--- src/design/byte_stuffing_deframer_top_defines.svh ---
// assertion macros used by the deframer rtl
// expects clk and rst_n in the scope of every use
`ifndef BYTE_STUFFING_DEFRAMER_TOP_DEFINES_SVH
`define BYTE_STUFFING_DEFRAMER_TOP_DEFINES_SVH

// same-cycle implication, checked outside reset
`define BSD_ASSERT_IMP(label, ante, cons) \
    label: assert property (@(posedge clk) disable iff (!rst_n) (ante) |-> (cons)) \
        else $error("bsd check failed");

// next-cycle implication, checked outside reset
`define BSD_ASSERT_NXT(label, ante, cons) \
    label: assert property (@(posedge clk) disable iff (!rst_n) (ante) |=> (cons)) \
        else $error("bsd check failed");

`endif

--- src/design/bsd_pkg.sv ---
// types, codes and reset values for the byte stuffing deframer
// no dependencies
package bsd_pkg;

    localparam int CFG_INDEX_W = 3;
    localparam int CFG_DATA_W  = 16;

    typedef enum logic [CFG_INDEX_W-1:0] {
        CFG_START_CODE   = 3'd0,
        CFG_END_CODE     = 3'd1,
        CFG_ESCAPE_CODE  = 3'd2,
        CFG_NULL_CODE    = 3'd3,
        CFG_LENGTH_LIMIT = 3'd4,
        CFG_IDLE_LIMIT   = 3'd5
    } cfg_idx_t;

    localparam logic [7:0]  RST_START_CODE   = 8'hAC;
    localparam logic [7:0]  RST_END_CODE     = 8'hAD;
    localparam logic [7:0]  RST_ESCAPE_CODE  = 8'hAE;
    localparam logic [7:0]  RST_NULL_CODE    = 8'hAF;
    localparam logic [15:0] RST_LENGTH_LIMIT = 16'd65535;
    localparam logic [13:0] RST_IDLE_LIMIT   = 14'd10000;

    localparam logic [7:0] ESCAPE_BIT = 8'h80;

    typedef enum logic [1:0] {
        ST_OK       = 2'd0,
        ST_NO_START = 2'd1,
        ST_TIMEOUT  = 2'd2,
        ST_OVERFLOW = 2'd3
    } status_t;

    typedef enum logic [2:0] {
        CLS_DATA   = 3'd0,
        CLS_END    = 3'd1,
        CLS_NULL   = 3'd2,
        CLS_ESCAPE = 3'd3,
        CLS_START  = 3'd4
    } cls_t;

    typedef struct packed {
        logic [7:0] start_code;
        logic [7:0] end_code;
        logic [7:0] escape_code;
        logic [7:0] null_code;
    } codes_t;

    typedef struct packed {
        logic [15:0] length_limit;
        logic [13:0] idle_limit;
    } limits_t;

    // one classified byte between front and back
    typedef struct packed {
        cls_t       cls;
        logic [7:0] data;
    } item_t;

    typedef struct packed {
        logic [7:0]  payload_byte;
        logic [15:0] position;
        logic [15:0] frame_length;
        status_t     status;
        logic        last;
    } result_t;

endpackage

--- src/design/byte_stuffing_deframer_top.sv ---
// byte stuffing deframer: a pushed byte passes the front queue, then the result queue, to the ports
// throughput one byte per cycle unless pop stalls; front queue and result queue are two deep each
// a stalled pop backs up the result queue, then the front queue, then raises full
// reset (rst_n low, async): frame state cleared, queues empty, codes and limits
// return to 0xac/0xad/0xae/0xaf, length limit 65535, idle limit 10000
// uses bsd_pkg, bsd_front and bsd_back
module byte_stuffing_deframer_top (
    input  logic                           clk,
    input  logic                           rst_n,
    // byte input, queue style
    input  logic                           push,
    output logic                           full,
    input  logic [7:0]                     rx_byte,
    // result output, queue style
    output logic                           empty,
    input  logic                           pop,
    output logic [7:0]                     payload_byte,
    output logic [15:0]                    position,
    output logic [15:0]                    frame_length,
    output logic [1:0]                     status,
    output logic                           last,
    // register write port
    input  logic                           cfg_wr_en,
    input  logic [bsd_pkg::CFG_INDEX_W-1:0] cfg_index,
    input  logic [bsd_pkg::CFG_DATA_W-1:0]  cfg_data
);
    import bsd_pkg::*;

    // code registers feed the classifier, limits feed the frame logic
    codes_t  codes_reg;
    limits_t limits_reg;

    // word handoff from front to back
    logic    q_valid;
    item_t   q_item;
    logic    q_take;

    // register file; indexes past the list are ignored
    always_ff @(posedge clk or negedge rst_n)
    begin
        if (!rst_n)
        begin
            codes_reg.start_code    <= RST_START_CODE;
            codes_reg.end_code      <= RST_END_CODE;
            codes_reg.escape_code   <= RST_ESCAPE_CODE;
            codes_reg.null_code     <= RST_NULL_CODE;
            limits_reg.length_limit <= RST_LENGTH_LIMIT;
            limits_reg.idle_limit   <= RST_IDLE_LIMIT;
        end
        else if (cfg_wr_en)
        begin
            case (cfg_idx_t'(cfg_index))
                CFG_START_CODE:   codes_reg.start_code    <= cfg_data[7:0];
                CFG_END_CODE:     codes_reg.end_code      <= cfg_data[7:0];
                CFG_ESCAPE_CODE:  codes_reg.escape_code   <= cfg_data[7:0];
                CFG_NULL_CODE:    codes_reg.null_code     <= cfg_data[7:0];
                CFG_LENGTH_LIMIT: limits_reg.length_limit <= cfg_data[15:0];
                CFG_IDLE_LIMIT:   limits_reg.idle_limit   <= cfg_data[13:0];
                default:
                begin
                end
            endcase
        end
    end

    // front: classify each accepted byte and queue it
    bsd_front u_front (
        .clk     (clk),
        .rst_n   (rst_n),
        .push    (push),
        .full    (full),
        .rx_byte (rx_byte),
        .codes   (codes_reg),
        .q_valid (q_valid),
        .q_item  (q_item),
        .q_take  (q_take)
    );

    // back: frame state update, one classified word per cycle while the result queue has room
    bsd_back u_back (
        .clk          (clk),
        .rst_n        (rst_n),
        .q_valid      (q_valid),
        .q_item       (q_item),
        .q_take       (q_take),
        .limits       (limits_reg),
        .empty        (empty),
        .pop          (pop),
        .payload_byte (payload_byte),
        .position     (position),
        .frame_length (frame_length),
        .status       (status),
        .last         (last)
    );

endmodule

--- src/design/bsd_front.sv ---
// front end: accepts raw bytes, classifies them against the code registers
// and holds them in a two-entry queue; uses bsd_pkg
module bsd_front (
    input  logic            clk,
    input  logic            rst_n,
    input  logic            push,
    output logic            full,
    input  logic [7:0]      rx_byte,
    input  bsd_pkg::codes_t codes,
    output logic            q_valid,
    output bsd_pkg::item_t  q_item,
    input  logic            q_take
);
    import bsd_pkg::*;

    item_t       ent_reg [2];
    logic        wr_ptr_reg;
    logic        wr_ptr_next;
    logic        rd_ptr_reg;
    logic        rd_ptr_next;
    logic [1:0]  cnt_reg;
    logic [1:0]  cnt_next;
    logic        push_ok;
    logic        take_ok;
    item_t       new_item;

    // end wins over null, null over escape, escape over start
    always_comb
    begin
        new_item.data = rx_byte;
        if (rx_byte == codes.end_code)
        begin
            new_item.cls = CLS_END;
        end
        else if (rx_byte == codes.null_code)
        begin
            new_item.cls = CLS_NULL;
        end
        else if (rx_byte == codes.escape_code)
        begin
            new_item.cls = CLS_ESCAPE;
        end
        else if (rx_byte == codes.start_code)
        begin
            new_item.cls = CLS_START;
        end
        else
        begin
            new_item.cls = CLS_DATA;
        end
    end

    assign full    = (cnt_reg == 2'd2);
    assign q_valid = (cnt_reg != 2'd0);
    assign q_item  = ent_reg[rd_ptr_reg];
    assign push_ok = push && !full;
    assign take_ok = q_take && q_valid;

    always_comb
    begin
        wr_ptr_next = push_ok ? !wr_ptr_reg : wr_ptr_reg;
        rd_ptr_next = take_ok ? !rd_ptr_reg : rd_ptr_reg;
        cnt_next    = cnt_reg + {1'b0, push_ok} - {1'b0, take_ok};
    end

    always_ff @(posedge clk or negedge rst_n)
    begin
        if (!rst_n)
        begin
            wr_ptr_reg <= 1'b0;
            rd_ptr_reg <= 1'b0;
            cnt_reg    <= 2'd0;
        end
        else
        begin
            wr_ptr_reg <= wr_ptr_next;
            rd_ptr_reg <= rd_ptr_next;
            cnt_reg    <= cnt_next;
        end
    end

    always_ff @(posedge clk)
    begin
        if (push_ok)
        begin
            ent_reg[wr_ptr_reg] <= new_item;
        end
    end

endmodule

--- src/design/bsd_back.sv ---
// back end: frame state, result generation and a two-entry result queue
// uses bsd_pkg and the shared assertion macros
`include "byte_stuffing_deframer_top_defines.svh"

module bsd_back (
    input  logic             clk,
    input  logic             rst_n,
    input  logic             q_valid,
    input  bsd_pkg::item_t   q_item,
    output logic             q_take,
    input  bsd_pkg::limits_t limits,
    output logic             empty,
    input  logic             pop,
    output logic [7:0]       payload_byte,
    output logic [15:0]      position,
    output logic [15:0]      frame_length,
    output logic [1:0]       status,
    output logic             last
);
    import bsd_pkg::*;

    logic [15:0] wpos_reg;
    logic [15:0] wpos_next;
    logic        start_seen_reg;
    logic        start_seen_next;
    logic        esc_reg;
    logic        esc_next;
    logic [13:0] idle_reg;
    logic [13:0] idle_next;

    result_t     out_reg [2];
    logic        out_wr_ptr_reg;
    logic        out_rd_ptr_reg;
    logic [1:0]  out_cnt_reg;
    logic [1:0]  out_cnt_next;
    logic        pop_ok;
    logic        step;

    logic        res_valid;
    result_t     res;
    logic        fin;
    status_t     fin_status;
    logic [7:0]  data_b;
    result_t     head;

    assign pop_ok = pop && !empty;
    // a step needs room for a result even when the item gives none
    assign step   = q_valid && ((out_cnt_reg != 2'd2) || pop_ok);
    assign q_take = step;
    assign data_b = q_item.data | (esc_reg ? ESCAPE_BIT : 8'h00);

    always_comb
    begin
        wpos_next       = wpos_reg;
        start_seen_next = start_seen_reg;
        esc_next        = esc_reg;
        idle_next       = idle_reg;
        res_valid       = 1'b0;
        res             = '0;
        fin             = 1'b0;
        fin_status      = ST_OK;

        case (q_item.cls)
            CLS_END:
            begin
                fin        = 1'b1;
                fin_status = start_seen_reg ? ST_OK : ST_NO_START;
            end
            CLS_NULL:
            begin
                if (!start_seen_reg)
                begin
                    if (idle_reg >= limits.idle_limit)
                    begin
                        fin        = 1'b1;
                        fin_status = ST_TIMEOUT;
                    end
                    else
                    begin
                        idle_next = idle_reg + 14'd1;
                    end
                end
                else if (idle_reg > limits.idle_limit)
                begin
                    // only after the idle limit was lowered mid-frame
                    fin        = 1'b1;
                    fin_status = ST_TIMEOUT;
                end
            end
            CLS_ESCAPE:
            begin
                esc_next = 1'b1;
            end
            CLS_START:
            begin
                wpos_next       = 16'd0;
                start_seen_next = 1'b1;
            end
            CLS_DATA:
            begin
                esc_next = 1'b0;
                if (wpos_reg >= limits.length_limit)
                begin
                    fin        = 1'b1;
                    fin_status = ST_OVERFLOW;
                end
                else
                begin
                    res_valid        = 1'b1;
                    res.payload_byte = data_b;
                    res.position     = wpos_reg;
                    res.frame_length = wpos_reg + 16'd1;
                    res.status       = ST_OK;
                    res.last         = 1'b0;
                    wpos_next        = wpos_reg + 16'd1;
                end
            end
            default:
            begin
            end
        endcase

        if (fin)
        begin
            res_valid        = 1'b1;
            res              = '0;
            res.frame_length = wpos_reg;
            res.status       = fin_status;
            res.last         = 1'b1;
            wpos_next        = 16'd0;
            start_seen_next  = 1'b0;
            esc_next         = 1'b0;
            idle_next        = 14'd0;
        end
    end

    always_ff @(posedge clk or negedge rst_n)
    begin
        if (!rst_n)
        begin
            wpos_reg       <= 16'd0;
            start_seen_reg <= 1'b0;
            esc_reg        <= 1'b0;
            idle_reg       <= 14'd0;
        end
        else if (step)
        begin
            wpos_reg       <= wpos_next;
            start_seen_reg <= start_seen_next;
            esc_reg        <= esc_next;
            idle_reg       <= idle_next;
        end
    end

    // result queue
    always_comb
    begin
        out_cnt_next = out_cnt_reg + {1'b0, step && res_valid} - {1'b0, pop_ok};
    end

    always_ff @(posedge clk or negedge rst_n)
    begin
        if (!rst_n)
        begin
            out_wr_ptr_reg <= 1'b0;
            out_rd_ptr_reg <= 1'b0;
            out_cnt_reg    <= 2'd0;
        end
        else
        begin
            if (step && res_valid)
            begin
                out_wr_ptr_reg <= !out_wr_ptr_reg;
            end
            if (pop_ok)
            begin
                out_rd_ptr_reg <= !out_rd_ptr_reg;
            end
            out_cnt_reg <= out_cnt_next;
        end
    end

    always_ff @(posedge clk)
    begin
        if (step && res_valid)
        begin
            out_reg[out_wr_ptr_reg] <= res;
        end
    end

    assign head         = out_reg[out_rd_ptr_reg];
    assign empty        = (out_cnt_reg == 2'd0);
    assign payload_byte = head.payload_byte;
    assign position     = head.position;
    assign frame_length = head.frame_length;
    assign status       = head.status;
    assign last         = head.last;

    `BSD_ASSERT_NXT(a_fin_clears, step && res_valid && res.last, (wpos_reg == 16'd0) && !start_seen_reg && !esc_reg && (idle_reg == 14'd0))
    `BSD_ASSERT_IMP(a_data_len, !empty && !last, (frame_length == position + 16'd1) && (status == ST_OK))
    `BSD_ASSERT_IMP(a_fin_zero, !empty && last, (payload_byte == 8'd0) && (position == 16'd0))
    `BSD_ASSERT_IMP(a_no_room, (out_cnt_reg == 2'd2) && !pop, !q_take)

endmodule
--- config.mk ---
export PLATFORM = sky130hd
export DESIGN_NAME = byte_stuffing_deframer_top
export DESIGN_NICKNAME = d
export VERILOG_FILES = /design/src/design/bsd_pkg.sv /design/src/design/byte_stuffing_deframer_top.sv /design/src/design/bsd_front.sv /design/src/design/bsd_back.sv
export VERILOG_INCLUDE_DIRS = /design/src /design/src/design
export SDC_FILE = /design/constraint.sdc
export NUM_CORES = 1
export LEC_CHECK = 0
export BUFFER_PORTS_ARGS = -buffer_cell sky130_fd_sc_hd__buf_4
export CAP_MARGIN = 5
export CORE_ASPECT_RATIO = 1.75
export CORE_MARGIN = 2
export CORE_UTILIZATION = 60
export CTS_CLUSTER_DIAMETER = 200
export DETAILED_ROUTE_END_ITERATION = 16
export PLACE_DENSITY = 0.8
export SYNTH_ARGS = -nofsm -noshare
export SYNTH_HDL_FRONTEND = slang
export SYNTH_SLANG_ARGS = --single-unit
--- constraint.sdc ---
create_clock -name clk -period 4.9 [get_ports clk]
set_input_delay 0 -clock clk [delete_from_list [all_inputs] [get_ports clk]]
set_output_delay 0 -clock clk [all_outputs]
set_load 0.02 [all_outputs]
**Yosys cells after proc, flatten, opt, wreduce, memory -nomap -nowiden**

Memories as Yosys holds them, arrays and structs flattened.
Index checks and enable logic that the tools add are counted.
W data, S select, Z words.

- $add $sub $neg: 6
- $lt $le $gt $ge: 3
- Equality and inequality tests: 18
- Bitwise logic cells: 1
- Reduce and logical (&&, ||, !) cells: 30
- Muxes and demuxes: 37

Operators by type and width:

| cell | number |
|---|---|
| $mux W43 | 3 |
| $mux W14 | 4 |
| $eq A8 B8 Y1 | 4 |
| $mux W16 | 2 |
| $pmux W16 S2 | 1 |
| $add A16 B1 Y16 const B | 1 |
| $ge A16 B16 Y1 | 1 |
| $reduce_and A2 Y1 | 8 |
| $mux W1 | 15 |
| $add A14 B1 Y14 const B | 1 |
| $ge A14 B14 Y1 | 1 |
| $gt A14 B14 Y1 | 1 |
| $eq A3 B2 Y1 const B | 4 |
| $mux W3 | 4 |
| $eq A3 B3 Y1 const B | 3 |
| $mux W2 | 4 |
| $mux W8 | 1 |
| $or A8 B8 Y8 | 1 |
| $eq A3 B1 Y1 const B | 2 |
| $logic_not A1 Y1 | 6 |
| $logic_not A3 Y1 | 2 |
| $pmux W2 S3 | 1 |
| $reduce_bool A2 Y1 | 3 |
| $reduce_bool A3 Y1 | 2 |
| 13 further kinds | 20 |

- Memories: 2
- Register bits: 102
- Output and inout port bits: 45
- Memory bits (writable): 108
- Bits of input ports: 32

Memory list:

| name | depth | bits a word | rd ports | clocked after memory_dff | write ports | line | text |
|---|---|---|---|---|---|---|---|
| u_back.out_reg | 2 | 43 | 1 | 0 | 1 | bsd_back.sv:31 | `result_t out_reg [2];` |
| u_front.ent_reg | 2 | 11 | 1 | 0 | 1 | bsd_front.sv:16 | `item_t ent_reg [2];` |

**Logic depth before layout (Yosys ltp)**

- Word-level depth: 8
- Mapped depth: 11

**Hierarchy**

Synthesis repeated with hierarchy kept, for this count alone.

- Cells, all modules: 804
- Area, all modules: 10119.7 µm²

By module, submodules not included:

| module | area an instance (µm²) | cells an instance | seq. area each (µm²) | times used |
|---|---|---|---|---|
| bsd_back | 6329.8 | 570 | 3483.3 | 1 |
| byte_stuffing_deframer_top | 2412.3 | 135 | 1602.8 | 1 |
| bsd_front | 1377.6 | 99 | 760.7 | 1 |

**Worst setup path before layout**

OpenSTA, ideal clock, no wires.

- Path type: flip-flop to flip-flop
- Start: reg limits_reg[4] (netlist bit)
- End: mem u_back.out_reg[0][0] (netlist bit) (enable)
- Arrival: 3.965 ns
- Slack: 0.487 ns
- Stages on the path, launching flop included: 9
- Buffers on the path: 0
- Cells stage by stage: dfstp_2 -> inv_1 -> ha_1 -> nand4_1 -> o211a_1 -> o21ai_0 -> nand2_1 -> a31oi_2 -> nor2b_1

- Word-level cells in the longest chain between the ends: 8

RTL lines:

| item | line | text |
|---|---|---|
| start: declaration | byte_stuffing_deframer_top.sv:31 | `limits_t limits_reg;` |
| $ge A14 B14 Y1 or $gt A14 B14 Y1 (tied branches) | bsd_back.sv:73, bsd_back.sv:83 |  |
| $mux W1 (on tied branches) | bsd_back.sv:73, bsd_back.sv:83 |  |
| $mux W1 * | bsd_back.sv:71 | `if (!start_seen_reg)` |
| $pmux W1 S3 * | bsd_back.sv:63 | `case (q_item.cls)` |
| $mux W1 * | bsd_back.sv:123 | `if (fin)` |
| $logic_and A1 B1 Y1 * | bsd_back.sv:185 | `if (step && res_valid)` |
| $mux W1 * | bsd_back.sv:185 |  |
| $mux W1 (implied by the code) * | bsd_back.sv:187 | `out_reg[out_wr_ptr_reg] <= res;` |
| end: declaration | bsd_back.sv:31 |  |

Every way passes the cells marked *; elsewhere a longest branch is shown, timed or not.

==> flow_metrics.env <==
export IMPL_status="completed"
export IMPL_avgRoutedWirePerCell_um=18.55
export IMPL_coreArea_um2=16370
export IMPL_dr_pass1_iters=5
export IMPL_grt_setup_unrepaired="false"
export IMPL_cp_end_kind="register"
export IMPL_cp_num_buf_inv=1
export IMPL_layout_nets=968
export IMPL_totalWireLength_mm=21.09
export IMPL_viasPerCell=5.874
export IMPL_synthMuxAreaShare_pct=11.78
export IMPL_start_util_pct=61.01
export IMPL_yosys_cell_types_count=58
export IMPL_max_cap_violations=0
export IMPL_worstReg2RegEnd="u_back.out_reg[1][14]"
export IMPL_fin_cells=1137
export IMPL_cts_sinks=210
export IMPL_cts_resized=0
export IMPL_cts_root_buffer_cell="clkbuf_16"
export IMPL_place_congestion=0.8507
export IMPL_grt_util_met3_pct=2.760
export IMPL_portBuffers=76
export IMPL_largest_reg_flops=86
export IMPL_dpl_hpwl_mm=14.87
export IMPL_grt_ovfl_total=0
export IMPL_whs_ns=0.01331
export IMPL_synth_compound_area_share_pct=8.796
export IMPL_cp_arrival_ns=3.91
export IMPL_crit_fanout=29
export IMPL_grt_pass1_wl_mm=34.16
export IMPL_fin_tns_setup_ns=0
export IMPL_met1_usage_pct=27.14
export IMPL_antenna_found_initial=0
export IMPL_dieWidth_um=101.5
export IMPL_syn_instance_count=796
export IMPL_crit_slowest_cell="nor2_2"
export IMPL_drc=0
export IMPL_htree_levels=1
export IMPL_slew_violations=0
export IMPL_slowest_delay_ns=0.82
export IMPL_powerDensity_nw_per_um2=526.1
export IMPL_die_h_um=174.7
export IMPL_drive_above_1_share_pct=29.46
export IMPL_rrSetupSlack_ns=1.27
export IMPL_grt_pass1_vias=6992
export IMPL_finalCriticalPeriod_ns=3.632
export IMPL_skew_ns=0.01872
export IMPL_grt_use_met2_pct=45.04
export IMPL_critical_path_class="reg2reg"
export IMPL_crit_chain="inv_1 -> ha_1 -> nand2b_1 -> a2111o_1 -> a311oi_2 -> nand2_2 -> nor2_2 -> o21ai_0 -> a31oi_1"
export IMPL_numCtsBuffers=19
export IMPL_diodes=0
export IMPL_finalCritPeriodShare_pct=74.12
export IMPL_die_area_um2=17730
export IMPL_cp_data_required_time_ns=5.18
export IMPL_irDropWorstVdd_uv=297.7
export IMPL_syn_num_nets=864
export IMPL_ys_ff_latch=210
export IMPL_yosys_area_share_simple_pct=9.510
export IMPL_fp_row_count=62
export IMPL_worstReg2RegStart="u_back.wpos_reg[0]"
export IMPL_synth_seq_area_share_pct=58.55
export IMPL_synth_edf_count=108
export IMPL_grt_max_degree=75
export IMPL_synth_main_ff_cell="edfxtp_1"
export IMPL_drt_iter0_drc=325
export IMPL_cellLeakagePower_nw=4.700
export IMPL_fmax_mhz=275.4
export IMPL_async_flop_share_pct=48.57
export IMPL_worst_setup_path_start_kind="register"
export IMPL_dp_cells=1074
export IMPL_slew_headroom_pct=29.20
export IMPL_grtUsageTotal_pct=24.26
export IMPL_cts_tree="built"
export IMPL_cpLargestDelayFamily="compound AO/OA/AOI/OAI gates"
export IMPL_area_growth_pct=17.14
export IMPL_holdPathStages=3
export IMPL_top_usage_layer="met2"
export IMPL_cts_buffer_depth=3
export IMPL_hold_start="cfg_index[0]"
export IMPL_setup_viol=0
export IMPL_yosys_warnings=0
export IMPL_synth_adder_area_share_pct=4.511
export IMPL_rr_worst_depth=9
export IMPL_clkTransAtPathRegs_ns=0.07
export IMPL_netlist_area_um2=9986
export IMPL_io_pins=77
export IMPL_cts_setup_buffers=0
export IMPL_clock_latency_ns=0.49
export IMPL_ant_nets=0
export IMPL_num_vias=6679
export IMPL_hold_end="codes_reg[29]"
export IMPL_syn_area_per_cell_um2=12.55
export IMPL_synthXorXnorAreaFrac_pct=3.508
export IMPL_synth_top_family_by_area="multiplexers"
export IMPL_worstMarginPinSlew_ns=1.061
export IMPL_hold_viol=0
export IMPL_hold_path_class="in2reg"
## timing repair
action                                 in CTS  in global routing
setup endpoints to repair                   0                  0
endpoints found under the hold margin     123                  0
hold buffers                               29                  0
## worst max path at each step
stage / start / slack, ns / end / cells after the start
after global placement: limits_reg[13] / 1.48 / u_back.out_reg[1][5] / 8
after CTS: u_back.wpos_reg[0] / 1.32 / u_back.out_reg[1][14] / 9
final: u_back.wpos_reg[0] / 1.27 / u_back.out_reg[1][14] / 9
after global routing: u_back.wpos_reg[0] / 1.02 / u_back.out_reg[1][14] / 9
after detailed placement: u_back.wpos_reg[0] / 1.37 / u_back.out_reg[0][14] / 9
after floorplan: limits_reg[4] / 0.49 / u_back.out_reg[0][0] / 8
## cell usage after synthesis, types with 5 or more instances
library cell  count  area [um2]
nand4_1          14       87.58
nor2_1           31       116.4
a31oi_1          27       168.9
nand2_1          51       191.4
xnor2_1          30       262.8
nor4_1            5       31.28
o21ai_0          36       180.2
a21oi_1          47       235.2
ha_1             36       450.4
dfstp_2          41        1077
and3_1           13       81.33
buf_2             9       45.04
nor3_1            8       40.04
nand3_1          17       85.08
dfrtp_1          61        1526
or2_2             5       31.28
and2_1           16       100.1
mux2i_1          14       140.1
inv_1            48       180.2
xor2_1           10       87.58
clkbuf_1         16       60.06
edfxtp_1        108        3243
mux2_2           92        1036
## layer usage
metal,share of wire (%),up-vias,routed length (um)
li1,-,3108,-
met1,37,3309,7747
met2,55,204,11650
met3,3.9,58,816
met4,4.2,0,879
met5,0,-,0
## where the power goes
part	switching, mW	total (mW)	internal, mW	leakage (nW)
clock network	0.618	1.50	0.883	0.312
registers	0.299	2.68	2.39	2.23
logic	1.11	1.97	0.862	2.16
total	2.02	6.15	4.13	4.70
## cells by family after synthesis
group,count (synthesis)
DFF,210
xor gates and xnor gates,40
buffers and inverters,80
adders and majority gates,36
muxes,106
AOI/OAI and AO/OA,140
and+or+nand+nor,184
## stage by stage
stage	setup slack (ns)	utilization [%]	cell area, um2	total power [mW]
global route	1.019	71.46	11700	6.477
floorplan	0.4866	-	9986	3.983
finish	1.268	71.46	11700	6.154
CTS	1.317	71.46	11700	6.194
detailed placement	1.366	65.82	10770	4.653
global placement	1.484	65.82	10770	4.566
## placed cells by master (no fill, tap or decap), types with 5 or more instances in the layout
cell type and instances:
edfxtp_1 108, mux2_2 92, buf_4 86, dfrtp_1 60, nand2_1 51, inv_1 48
a21oi_1 47, dfstp_2 41, o21ai_0 36, ha_1 36, nor2_1 31, xnor2_1 30
dlygate4sd3_1 29, a31oi_1 27, clkbuf_16 19, nand3_1 17, and2_1 15, nand4_1 14
mux2i_1 14, and3_1 13, xor2_1 10, nor3_1 7, nor4_1 5, or2_2 5
## cell type report
class / count / area, um2
fill: 1093 / 4671
clock buffer: 27 / 545.5
timing repair buffer: 115 / 935.9
sequential: 210 / 5848
clock inverter: 7 / 88.84
inverter: 48 / 180.2
tap: 224 / 280.3
multi-input combinational: 506 / 3819
## worst reg2reg max path, stage by stage (launching register included)
cell	delay (ns)
dfrtp_1	0.45
inv_1	0.14
ha_1	0.28
nand2b_1	0.14
a2111o_1	0.42
a311oi_2	0.35
nand2_2	0.15
nor2_2	0.82
o21ai_0	0.33
a31oi_1	0.35
No activity file was read; power rests on OpenSTA's default activity.
